===== src/bas_pkg.sv =====
// Shared types and constants for the advertising scan selector.
// No dependencies; every other file of the block imports this package.
package bas_pkg;

    // Field widths
    localparam int ADDR_W  = 48;
    localparam int BYTE_W  = 8;
    localparam int LEN_W   = 6;
    localparam int RSSI_W  = 8;
    localparam int CFG_W   = 48;
    localparam int CFG_IDX_W = 2;

    // Longest report the walker will look at
    localparam int MAX_REPORT_BYTES = 62;

    // Request actions
    localparam logic [1:0] ACT_SCAN_START  = 2'd0;
    localparam logic [1:0] ACT_REPORT_BYTE = 2'd1;
    localparam logic [1:0] ACT_SCAN_STOP   = 2'd2;

    // Scan stop decisions
    localparam logic [1:0] DEC_CONNECT       = 2'd0;
    localparam logic [1:0] DEC_NO_DEVICE     = 2'd1;
    localparam logic [1:0] DEC_TARGET_ABSENT = 2'd2;
    localparam logic [1:0] DEC_ZERO_ADDRESS  = 2'd3;

    // Configuration register indexes
    localparam logic [CFG_IDX_W-1:0] REG_RECONNECT_MODE = 2'd0;
    localparam logic [CFG_IDX_W-1:0] REG_TARGET_ADDRESS = 2'd1;
    localparam logic [CFG_IDX_W-1:0] REG_MIN_RSSI       = 2'd2;

    // Reset values and constants
    localparam logic signed [RSSI_W-1:0] RSSI_FLOOR_RESET = -8'sd80;
    localparam logic signed [RSSI_W-1:0] RSSI_NONE        = -8'sd128;
    localparam logic [BYTE_W-1:0] AD_MANUF    = 8'hFF;
    localparam logic [BYTE_W-1:0] MFR_BYTE0   = 8'hAA;
    localparam logic [BYTE_W-1:0] MFR_BYTE1   = 8'h08;
    localparam logic [BYTE_W-1:0] MFR_BYTE4   = 8'hFA;
    localparam logic [BYTE_W-1:0] MFR_MIN_LEN = 8'd6;
    localparam logic [LEN_W-1:0]  POS_LIMIT   = 6'd63;

    // Input request
    typedef struct packed {
        logic [1:0]               action;
        logic [BYTE_W-1:0]        adv_byte;
        logic [LEN_W-1:0]         report_length;
        logic                     last_byte;
        logic signed [RSSI_W-1:0] rssi;
        logic [ADDR_W-1:0]        device_address;
    } in_item_t;

    // Result request
    typedef struct packed {
        logic [1:0]               decision;
        logic [ADDR_W-1:0]        chosen_address;
        logic signed [RSSI_W-1:0] chosen_rssi;
    } out_item_t;

    // Configuration as seen by the datapath
    typedef struct packed {
        logic                     reconnect_mode;
        logic [ADDR_W-1:0]        target_address;
        logic signed [RSSI_W-1:0] min_rssi;
    } cfg_t;

endpackage


===== src/bas_parser.sv =====
// AD structure walker: tracks the per-report parse state and flags a match.
// Depends on bas_pkg.
module bas_parser (
    input  logic             aclk,
    input  logic             aresetn,
    input  logic             fire,
    input  bas_pkg::in_item_t item,
    output logic             matched_now
);
    import bas_pkg::*;

    logic [LEN_W-1:0]  pos_reg, pos_next;
    logic [LEN_W-1:0]  start_reg, start_next;
    logic [BYTE_W-1:0] len_reg, len_next;
    logic [BYTE_W-1:0] type_reg, type_next;
    logic              stopped_reg, stopped_next;
    logic [1:0]        prefix_reg, prefix_next;
    logic              matched_reg, matched_next;

    logic [LEN_W-1:0]  adv_len;
    logic [LEN_W-1:0]  off;
    logic [8:0]        elem_end;
    logic              take;
    logic              clear;

    // Effective report length and offset within the current structure
    assign adv_len  = (32'(item.report_length) > MAX_REPORT_BYTES) ?
                      LEN_W'(MAX_REPORT_BYTES) : item.report_length;
    assign off      = pos_reg - start_reg;
    assign elem_end = 9'(start_reg) + 9'(item.adv_byte) + 9'd1;

    assign take  = fire && (item.action == ACT_REPORT_BYTE);
    assign clear = fire && ((item.action == ACT_SCAN_START) ||
                            (item.action == ACT_SCAN_STOP) ||
                            (item.action == ACT_REPORT_BYTE && item.last_byte));

    // Walk one byte
    always_comb begin
        pos_next     = pos_reg;
        start_next   = start_reg;
        len_next     = len_reg;
        type_next    = type_reg;
        stopped_next = stopped_reg;
        prefix_next  = prefix_reg;
        matched_next = matched_reg;
        if (take) begin
            if (!stopped_reg && !matched_reg && (pos_reg < adv_len)) begin
                if (off == '0) begin
                    if (item.adv_byte == '0 || elem_end > 9'(adv_len)) begin
                        stopped_next = 1'b1;
                    end else begin
                        len_next    = item.adv_byte;
                        prefix_next = 2'd0;
                    end
                end else if (off == 6'd1) begin
                    type_next = item.adv_byte;
                end else if (type_reg == AD_MANUF && len_reg >= MFR_MIN_LEN) begin
                    if (off == 6'd2) begin
                        prefix_next = (item.adv_byte == MFR_BYTE0) ? 2'd1 : 2'd0;
                    end else if (off == 6'd3) begin
                        prefix_next = (prefix_reg == 2'd1 && item.adv_byte == MFR_BYTE1) ?
                                      2'd2 : 2'd0;
                    end else if (off == 6'd6) begin
                        if (prefix_reg == 2'd2 && item.adv_byte == MFR_BYTE4) begin
                            matched_next = 1'b1;
                        end
                    end
                end
                // next structure starts after the last byte of this one
                if (off != '0 && {2'b00, off} == len_reg) begin
                    start_next = pos_reg + 6'd1;
                end
            end
            if (pos_reg < POS_LIMIT) begin
                pos_next = pos_reg + 6'd1;
            end
        end
    end

    assign matched_now = matched_next;

    // Parse state, cleared between reports
    always_ff @(posedge aclk) begin
        if (!aresetn || clear) begin
            pos_reg     <= '0;
            start_reg   <= '0;
            len_reg     <= '0;
            type_reg    <= '0;
            stopped_reg <= 1'b0;
            prefix_reg  <= '0;
            matched_reg <= 1'b0;
        end else begin
            pos_reg     <= pos_next;
            start_reg   <= start_next;
            len_reg     <= len_next;
            type_reg    <= type_next;
            stopped_reg <= stopped_next;
            prefix_reg  <= prefix_next;
            matched_reg <= matched_next;
        end
    end

endmodule


===== src/bas_select.sv =====
// Device selection across a scan and the scan stop decision.
// Depends on bas_pkg.
module bas_select (
    input  logic              aclk,
    input  logic              aresetn,
    input  logic              fire,
    input  bas_pkg::in_item_t item,
    input  bas_pkg::cfg_t     cfg,
    input  logic              matched_now,
    output bas_pkg::out_item_t result
);
    import bas_pkg::*;

    logic signed [RSSI_W-1:0] best_rssi_reg, best_rssi_next;
    logic [ADDR_W-1:0]        lead_addr_reg, lead_addr_next;
    logic                     found_reg, found_next;
    logic [ADDR_W-1:0]        conn_addr;

    // Clear the selection on scan start; update it on the last byte of a matching report
    always_comb begin
        best_rssi_next = best_rssi_reg;
        lead_addr_next = lead_addr_reg;
        found_next     = found_reg;
        if (fire) begin
            if (item.action == ACT_SCAN_START) begin
                best_rssi_next = RSSI_NONE;
                lead_addr_next = '0;
                found_next     = 1'b0;
            end else if (item.action == ACT_REPORT_BYTE && item.last_byte && matched_now) begin
                if (cfg.reconnect_mode) begin
                    if (item.device_address == cfg.target_address) begin
                        found_next     = 1'b1;
                        best_rssi_next = item.rssi;
                    end
                end else if (item.rssi > best_rssi_reg && item.rssi >= cfg.min_rssi) begin
                    best_rssi_next = item.rssi;
                    lead_addr_next = item.device_address;
                end
            end
        end
    end

    always_ff @(posedge aclk) begin
        if (!aresetn) begin
            best_rssi_reg <= RSSI_NONE;
            lead_addr_reg <= '0;
            found_reg     <= 1'b0;
        end else begin
            best_rssi_reg <= best_rssi_next;
            lead_addr_reg <= lead_addr_next;
            found_reg     <= found_next;
        end
    end

    // Connect decision from the current selection
    assign conn_addr = cfg.reconnect_mode ? cfg.target_address : lead_addr_reg;

    always_comb begin
        result.chosen_address = '0;
        result.chosen_rssi    = best_rssi_reg;
        priority if (best_rssi_reg == RSSI_NONE) begin
            result.decision = DEC_NO_DEVICE;
        end else if (cfg.reconnect_mode && !found_reg) begin
            result.decision = DEC_TARGET_ABSENT;
        end else if (conn_addr == '0) begin
            result.decision = DEC_ZERO_ADDRESS;
        end else begin
            result.decision       = DEC_CONNECT;
            result.chosen_address = conn_addr;
        end
    end

endmodule


===== src/ble_adv_scan_selector.sv =====
// Advertising scan selector: one report byte or scan command per request.
// s_ channel carries requests (scan start, report byte, scan stop); a scan
// start clears the selection, report bytes are walked as AD structures and
// the last byte of a matching report updates the selected device.
// m_ channel carries one result per scan stop: decision, address and RSSI.
// cfg_we/cfg_index/cfg_wdata write reconnect_mode (0), target_address (1)
// and min_rssi (2); write only while the block is idle.
// Throughput: one request per cycle while no scan stop waits for the result
// register. Each request is registered on entry and handled by the parser
// and selector from there; a scan stop result then goes to m_valid.
// The rate is set by the update of the parse and selection state, which
// each request reads and writes once.
// If the receiver stalls with a result held, requests other than scan stop
// keep flowing; a scan stop waits in the input register until the result
// register is free, and s_ready drops behind it.
// Reset (aresetn low, synchronous) clears the parse state, the selection,
// both valids and the registers to their defaults (min_rssi -80 dBm).
// Depends on bas_pkg, bas_parser and bas_select.
module ble_adv_scan_selector (
    input  logic               aclk,
    input  logic               aresetn,
    input  logic               s_valid,
    output logic               s_ready,
    input  bas_pkg::in_item_t  s_data,
    output logic               m_valid,
    input  logic               m_ready,
    output bas_pkg::out_item_t m_data,
    input  logic               cfg_we,
    input  logic [bas_pkg::CFG_IDX_W-1:0] cfg_index,
    input  logic [bas_pkg::CFG_W-1:0]     cfg_wdata
);
    import bas_pkg::*;

    cfg_t      cfg_reg;
    in_item_t  stg_item_reg;
    logic      stg_valid_reg;
    out_item_t out_item_reg;
    logic      out_valid_reg;
    out_item_t result;
    logic      matched_now;
    logic      is_stop;
    logic      advance;
    logic      fire;

    // Configuration registers
    always_ff @(posedge aclk) begin
        if (!aresetn) begin
            cfg_reg.reconnect_mode <= 1'b0;
            cfg_reg.target_address <= '0;
            cfg_reg.min_rssi       <= RSSI_FLOOR_RESET;
        end else if (cfg_we) begin
            unique case (cfg_index)
                REG_RECONNECT_MODE: cfg_reg.reconnect_mode <= cfg_wdata[0];
                REG_TARGET_ADDRESS: cfg_reg.target_address <= cfg_wdata[ADDR_W-1:0];
                REG_MIN_RSSI:       cfg_reg.min_rssi       <= signed'(cfg_wdata[RSSI_W-1:0]);
                default: ;
            endcase
        end
    end

    // Stage handshake: a scan stop moves on only into a free result slot
    assign is_stop = (stg_item_reg.action == ACT_SCAN_STOP);
    assign advance = !(is_stop && out_valid_reg && !m_ready);
    assign fire    = stg_valid_reg && advance;
    assign s_ready = !stg_valid_reg || advance;

    // Input register
    always_ff @(posedge aclk) begin
        if (!aresetn) begin
            stg_valid_reg <= 1'b0;
        end else if (s_ready) begin
            stg_valid_reg <= s_valid;
        end
    end

    always_ff @(posedge aclk) begin
        if (s_valid && s_ready) begin
            stg_item_reg <= s_data;
        end
    end

    bas_parser u_parser (
        .aclk        (aclk),
        .aresetn     (aresetn),
        .fire        (fire),
        .item        (stg_item_reg),
        .matched_now (matched_now)
    );

    bas_select u_select (
        .aclk        (aclk),
        .aresetn     (aresetn),
        .fire        (fire),
        .item        (stg_item_reg),
        .cfg         (cfg_reg),
        .matched_now (matched_now),
        .result      (result)
    );

    // Result register
    always_ff @(posedge aclk) begin
        if (!aresetn) begin
            out_valid_reg <= 1'b0;
        end else if (fire && is_stop) begin
            out_valid_reg <= 1'b1;
        end else if (m_ready) begin
            out_valid_reg <= 1'b0;
        end
    end

    always_ff @(posedge aclk) begin
        if (fire && is_stop) begin
            out_item_reg <= result;
        end
    end

    assign m_valid = out_valid_reg;
    assign m_data  = out_item_reg;

endmodule

===== config.mk =====
export PLATFORM = sky130hd
export DESIGN_NAME = ble_adv_scan_selector
export DESIGN_NICKNAME = d
export VERILOG_FILES = /design/src/bas_pkg.sv /design/src/bas_parser.sv /design/src/bas_select.sv /design/src/ble_adv_scan_selector.sv
export SDC_FILE = /design/constraint.sdc
export NUM_CORES = 1
export LEC_CHECK = 0
export BUFFER_PORTS_ARGS = -buffer_cell sky130_fd_sc_hd__buf_4
export CAP_MARGIN = 20
export CORE_MARGIN = 10
export CORE_UTILIZATION = 55
export CTS_CLUSTER_DIAMETER = 40
export DETAILED_ROUTE_END_ITERATION = 8
export HOLD_SLACK_MARGIN = 0.03
export PLACE_DENSITY = 0.86
export SLEW_MARGIN = 20
export SYNTH_ARGS = -nofsm -noshare
export SYNTH_HDL_FRONTEND = slang
export SYNTH_HIERARCHICAL = 1
export SYNTH_SLANG_ARGS = --single-unit

===== constraint.sdc =====
create_clock -name aclk -period 13 [get_ports aclk]
set_input_delay 0 -clock aclk [delete_from_list [all_inputs] [get_ports aclk]]
set_output_delay 0 -clock aclk [all_outputs]
set_load 0.005 [all_outputs]

==> metrics.md <==
| Metric | Value |
|---|---|
| Dominant register cell in the synthesized netlist | `sky130_fd_sc_hd__dfxtp_1` |
| Detailed Routing Iterations Pass 1 | `6` |
| Horizontal die dimension | `between 150 and 200 µm` |
| Placement Cell Area | `roughly 0.014 mm²` |
| Layout overhead on the synthesized area | `32.8%` |
| Clock root buffer master | `sky130_fd_sc_hd__clkbuf_16` |
| Utilization after layout | `0.747` |
| Proportion of power drawn by flip-flops and latches | `0.443` |
| Syn_nets | `between 1k and 1.5k` |
| Final Setup Violations | `0` |
| Post-cts repair resize count | `0` |
| Count of input and output buffers | `187` |
| Reported net switching power | `~0.54 mW` |
| Setup ws final | `between 9000 and 10,000 ps` |
| Maximum capacitance violations | `0` |
| Worst endpoint data arrival time | `slightly below 4000 ps` |
| Shortest period the worst path allows | `approximately 3500 ps` |
| Endpoint of the lowest-slack register-to-register path | `u_parser/len_reg[6]$_SDFFE_PP0P_` |
| Achievable frequency | `between 200 and 300 MHz` |
| Clock slew at the register clock pins of the worst setup and hold paths | `roughly 60 ps` |
| Layout Nets | `around 1.7k` |
| R2r worst-path depth | `14` |
| DR iter-0 viols | `just over 1k` |
| Switching Share | `0.244` |
| CORE AREA | `approximately 0.023 mm²` |
| Io pins | `~190` |
| Final WL | `39,200 µm` |
| Maximum number of pins on one net before global-route repair | `87` |
| Number of flip-flops under the largest register name | `73` |
| Portion of the clock cycle consumed by the worst path in the final layout | `0.271` |
| Kind of start point of the critical path | `register` |
| Final cell count without fillers | `approximately 1.9k` |
| Summed instance area of the synthesized netlist | `roughly 0.013 mm²` |
| Critical path data required time | `between 10,000 and 15,000 ps` |
| Worst-Skew Late Latency | `approximately 540 ps` |
| Clock network fraction of design power | `0.466` |
| Fraction of layout cells with a size suffix above 1 | `0.174` |
| Routed via count | `10.7k` |
| Register bit total from synthesis | `between 200 and 300` |
| Endpoint class of the critical path | `register` |
| Worst slack at placement | `9550 ps` |
| Count of placed standard cells including taps | `about 1.7k` |
| Hold Crit Class | `primary input to register` |
| Startpoint of the worst setup timing path | `stg_item_reg[64]$_DFFE_PP_` |
| Source of the worst register-to-register timing path | `stg_item_reg[64]$_DFFE_PP_` |
| Initial antenna violation count | `1` |
| Worst setup skew after layout | `~30 ps` |
| Leakage power of the design | `approximately 7.0 nW` |
| Async set-or-reset flop fraction in the synthesized netlist | `0` |
| Die ar. | `approximately 0.030 mm²` |
| Type of the worst setup path | `register to register` |
| Global-route usage over all layers | `0.251` |
| Unrepaired setup endpoints after global routing | `no` |
| Wire length of the first global-routing pass | `60,800 µm` |
| Final Max Slew Viols | `0` |
| Max IR drop VDD | `~0.11 mV` |
| Part of the total power dissipated in combinational logic | `0.091` |
| Count of antenna-violating nets left after detailed routing | `0` |
| Number of levels the H-tree was split into | `2` |
| Post-synth EDFFs | `approximately 130` |
| Final weighted congestion in routability-driven placement | `0.893` |
| Area of all placed cells without fillers | `approximately 0.017 mm²` |
| Gate count after technology mapping | `~1.2k` |
| Leading cell type in the layout, fill and taps excluded | `sky130_fd_sc_hd__nand2_1` |
| HPWL reported at the end of detailed placement | `25,100 µm` |
| Synthesis Warnings | `6` |
| Distinct cells, synth | `67` |
| Internal power contribution | `approximately 1.7 mW` |
| Run status | `finished clean` |
| Slew at the pin closest to its max-slew limit | `888 ps` |
| Die Height | `173 µm` |
| Total DRC errors in the routed layout | `0` |
| Total number of clock tree sinks | `approximately 280` |
| Final hold violations | `0` |
| Post-Syn Area per Cell | `roughly 10 µm²` |
| Via count of the first global-routing pass | `approximately 11k` |
| Setup slack on the worst flop-to-flop path | `9470 ps` |
| Final setup TNS | `0 ps` |
| Highest-count cells in the layout ignoring fill and taps | `sky130_fd_sc_hd__nand2_1 (238), sky130_fd_sc_hd__buf_4 (197), sky130_fd_sc_hd__dfxtp_1 (147)` |
| Average vias per placed instance | `~5.7` |
| Initial Utilization | `0.563` |
| CTS tree | `yes` |
| Number of rows created at floorplan | `55` |
| Maximum count of clock buffers along a single path | `3` |
| Power density over cell area | `about 130 mW/mm²` |
| CTS Buf Count | `37` |
| Maximum fanout along the worst path | `8` |
| Total global routing overflow | `0` |
| Share of the yosys chip area belonging to registers | `0.536` |
| Worst max-slew margin expressed relative to the limit | `0.408` |
| Post-DR wirelength/cell | `just over 20 µm` |
| Destination of the critical timing path | `u_parser/len_reg[6]$_SDFFE_PP0P_` |
-- Yosys cell counts (3+ instances only) --
cell                       number  area [µm²]
sky130_fd_sc_hd__buf_2         11        55.1
sky130_fd_sc_hd__buf_6          7        78.8
sky130_fd_sc_hd__inv_1         49         184
sky130_fd_sc_hd__a22oi_1        7        52.6
sky130_fd_sc_hd__ha_1          36         450
sky130_fd_sc_hd__and3_1         5        31.3
sky130_fd_sc_hd__and3b_1        3        26.3
sky130_fd_sc_hd__edfxtp_1     131        3930
sky130_fd_sc_hd__a21oi_1       67         335
sky130_fd_sc_hd__a31oi_1        3        18.8
sky130_fd_sc_hd__a21o_1         6        45.0
sky130_fd_sc_hd__a22o_1         7        61.3
sky130_fd_sc_hd__nor2_1        84         315
sky130_fd_sc_hd__nor3_1        10        50.1
sky130_fd_sc_hd__o21ai_0       11        55.1
sky130_fd_sc_hd__dfxtp_1      148        2960
sky130_fd_sc_hd__o211ai_1       7        52.6
sky130_fd_sc_hd__nor4_1        27         169
sky130_fd_sc_hd__a21boi_0       3        22.5
sky130_fd_sc_hd__nor2b_1       54         338
sky130_fd_sc_hd__nand2b_1       6        37.5
sky130_fd_sc_hd__nand2_1      238         893
sky130_fd_sc_hd__clkbuf_1      39         146
sky130_fd_sc_hd__xor2_1        11        96.3
sky130_fd_sc_hd__o21a_1         3        22.5
sky130_fd_sc_hd__nand3_1        8        40.0
sky130_fd_sc_hd__and2_1         4        25.0
sky130_fd_sc_hd__nand4b_1       5        43.8
sky130_fd_sc_hd__nand4_1       20         125
sky130_fd_sc_hd__mux2i_1      127        1270
sky130_fd_sc_hd__xnor2_1       57         499
-- stage by stage --
step | hold slack, ps | power (mW)
after floorplan | 98.9 | 1.08
after global placement | 179 | 1.15
after detailed placement | 179 | 1.15
after CTS | 70.4 | 2.19
after global routing | 132 | 2.26
final | 91.5 | 2.20
-- layer usage --
metal,up-vias,global-route usage,routed length [µm]
li1,4932,-,-
met1,5087,0.311,15500
met2,578,0.414,19000
met3,108,0.0560,3250
met4,0,0.109,1460
met5,-,0,0
-- layout make-up --
class                   instances  area, µm²
flip-flops and latches        279       6900
fillers                      1468       5780
multi-input cells             850       5520
repair buffers                332       2830
clock buffers                  46       1030
well taps                     313        392
clock inverters                22        214
inverters                      49        184
diodes                          1       2.50
-- worst min-delay path by stage --
stage          slack, ps  startpoint                          to  cells after the start
3_3_place_gp         180  s_data[42]  stg_item_reg[42]$_DFFE_PP_                      1
6_report              90     aresetn        m_valid$_SDFFE_PN0P_                      2
2_1_floorplan        100   s_data[0]   stg_item_reg[0]$_DFFE_PP_                      0
5_1_grt              130     aresetn     cfg_reg[5]$_SDFFE_PN1P_                      2
4_1_cts               70     aresetn     cfg_reg[5]$_SDFFE_PN1P_                      2
3_5_place_dp         180  s_data[18]  stg_item_reg[18]$_DFFE_PP_                      1
-- critical path: stages (launching register included) --
cell,delay [ps]
sky130_fd_sc_hd__edfxtp_1,520
sky130_fd_sc_hd__ha_1,340
sky130_fd_sc_hd__nand2_1,50
sky130_fd_sc_hd__o21ai_0,350
sky130_fd_sc_hd__a21o_1,180
sky130_fd_sc_hd__a21oi_1,70
sky130_fd_sc_hd__xnor2_1,140
sky130_fd_sc_hd__ha_1,330
sky130_fd_sc_hd__inv_1,60
sky130_fd_sc_hd__o21ai_0,150
sky130_fd_sc_hd__nand3_1,100
sky130_fd_sc_hd__a311oi_2,260
sky130_fd_sc_hd__nand2_1,170
sky130_fd_sc_hd__nor3_4,480
sky130_fd_sc_hd__mux2i_1,260
-- kinds of logic (layout without fill, tap and decap cells) --
kind of cell	count (synthesis)	in the layout	share of synthesized area
buf+inv	106	449	0.0361
compound gates	134	134	0.0668
mux	128	128	0.0998
flops	279	279	0.536
xor+xnor	69	69	0.0485
fa+ha+maj	39	39	0.0389
simple gates	480	480	0.174
other cells	0	1	0
-- power by group through the flow --
| stage | registers (mW) | clock network (mW) | logic (mW) |
|---|---|---|---|
| global route | 0.977 | 1.06 | 0.216 |
| floorplan | 0.984 | 0 | 0.0950 |
| global placement | 0.991 | 0 | 0.156 |
| detailed placement | 0.992 | 0 | 0.160 |
| finish | 0.975 | 1.02 | 0.200 |
| CTS | 0.974 | 1.02 | 0.194 |
-- what timing repair did --
action                                 4_1_cts  5_1_grt
endpoints found under the hold margin      132        0
setup buffers                                0        0
hold buffers                               135        0
(Power assumes the default switching activity.)
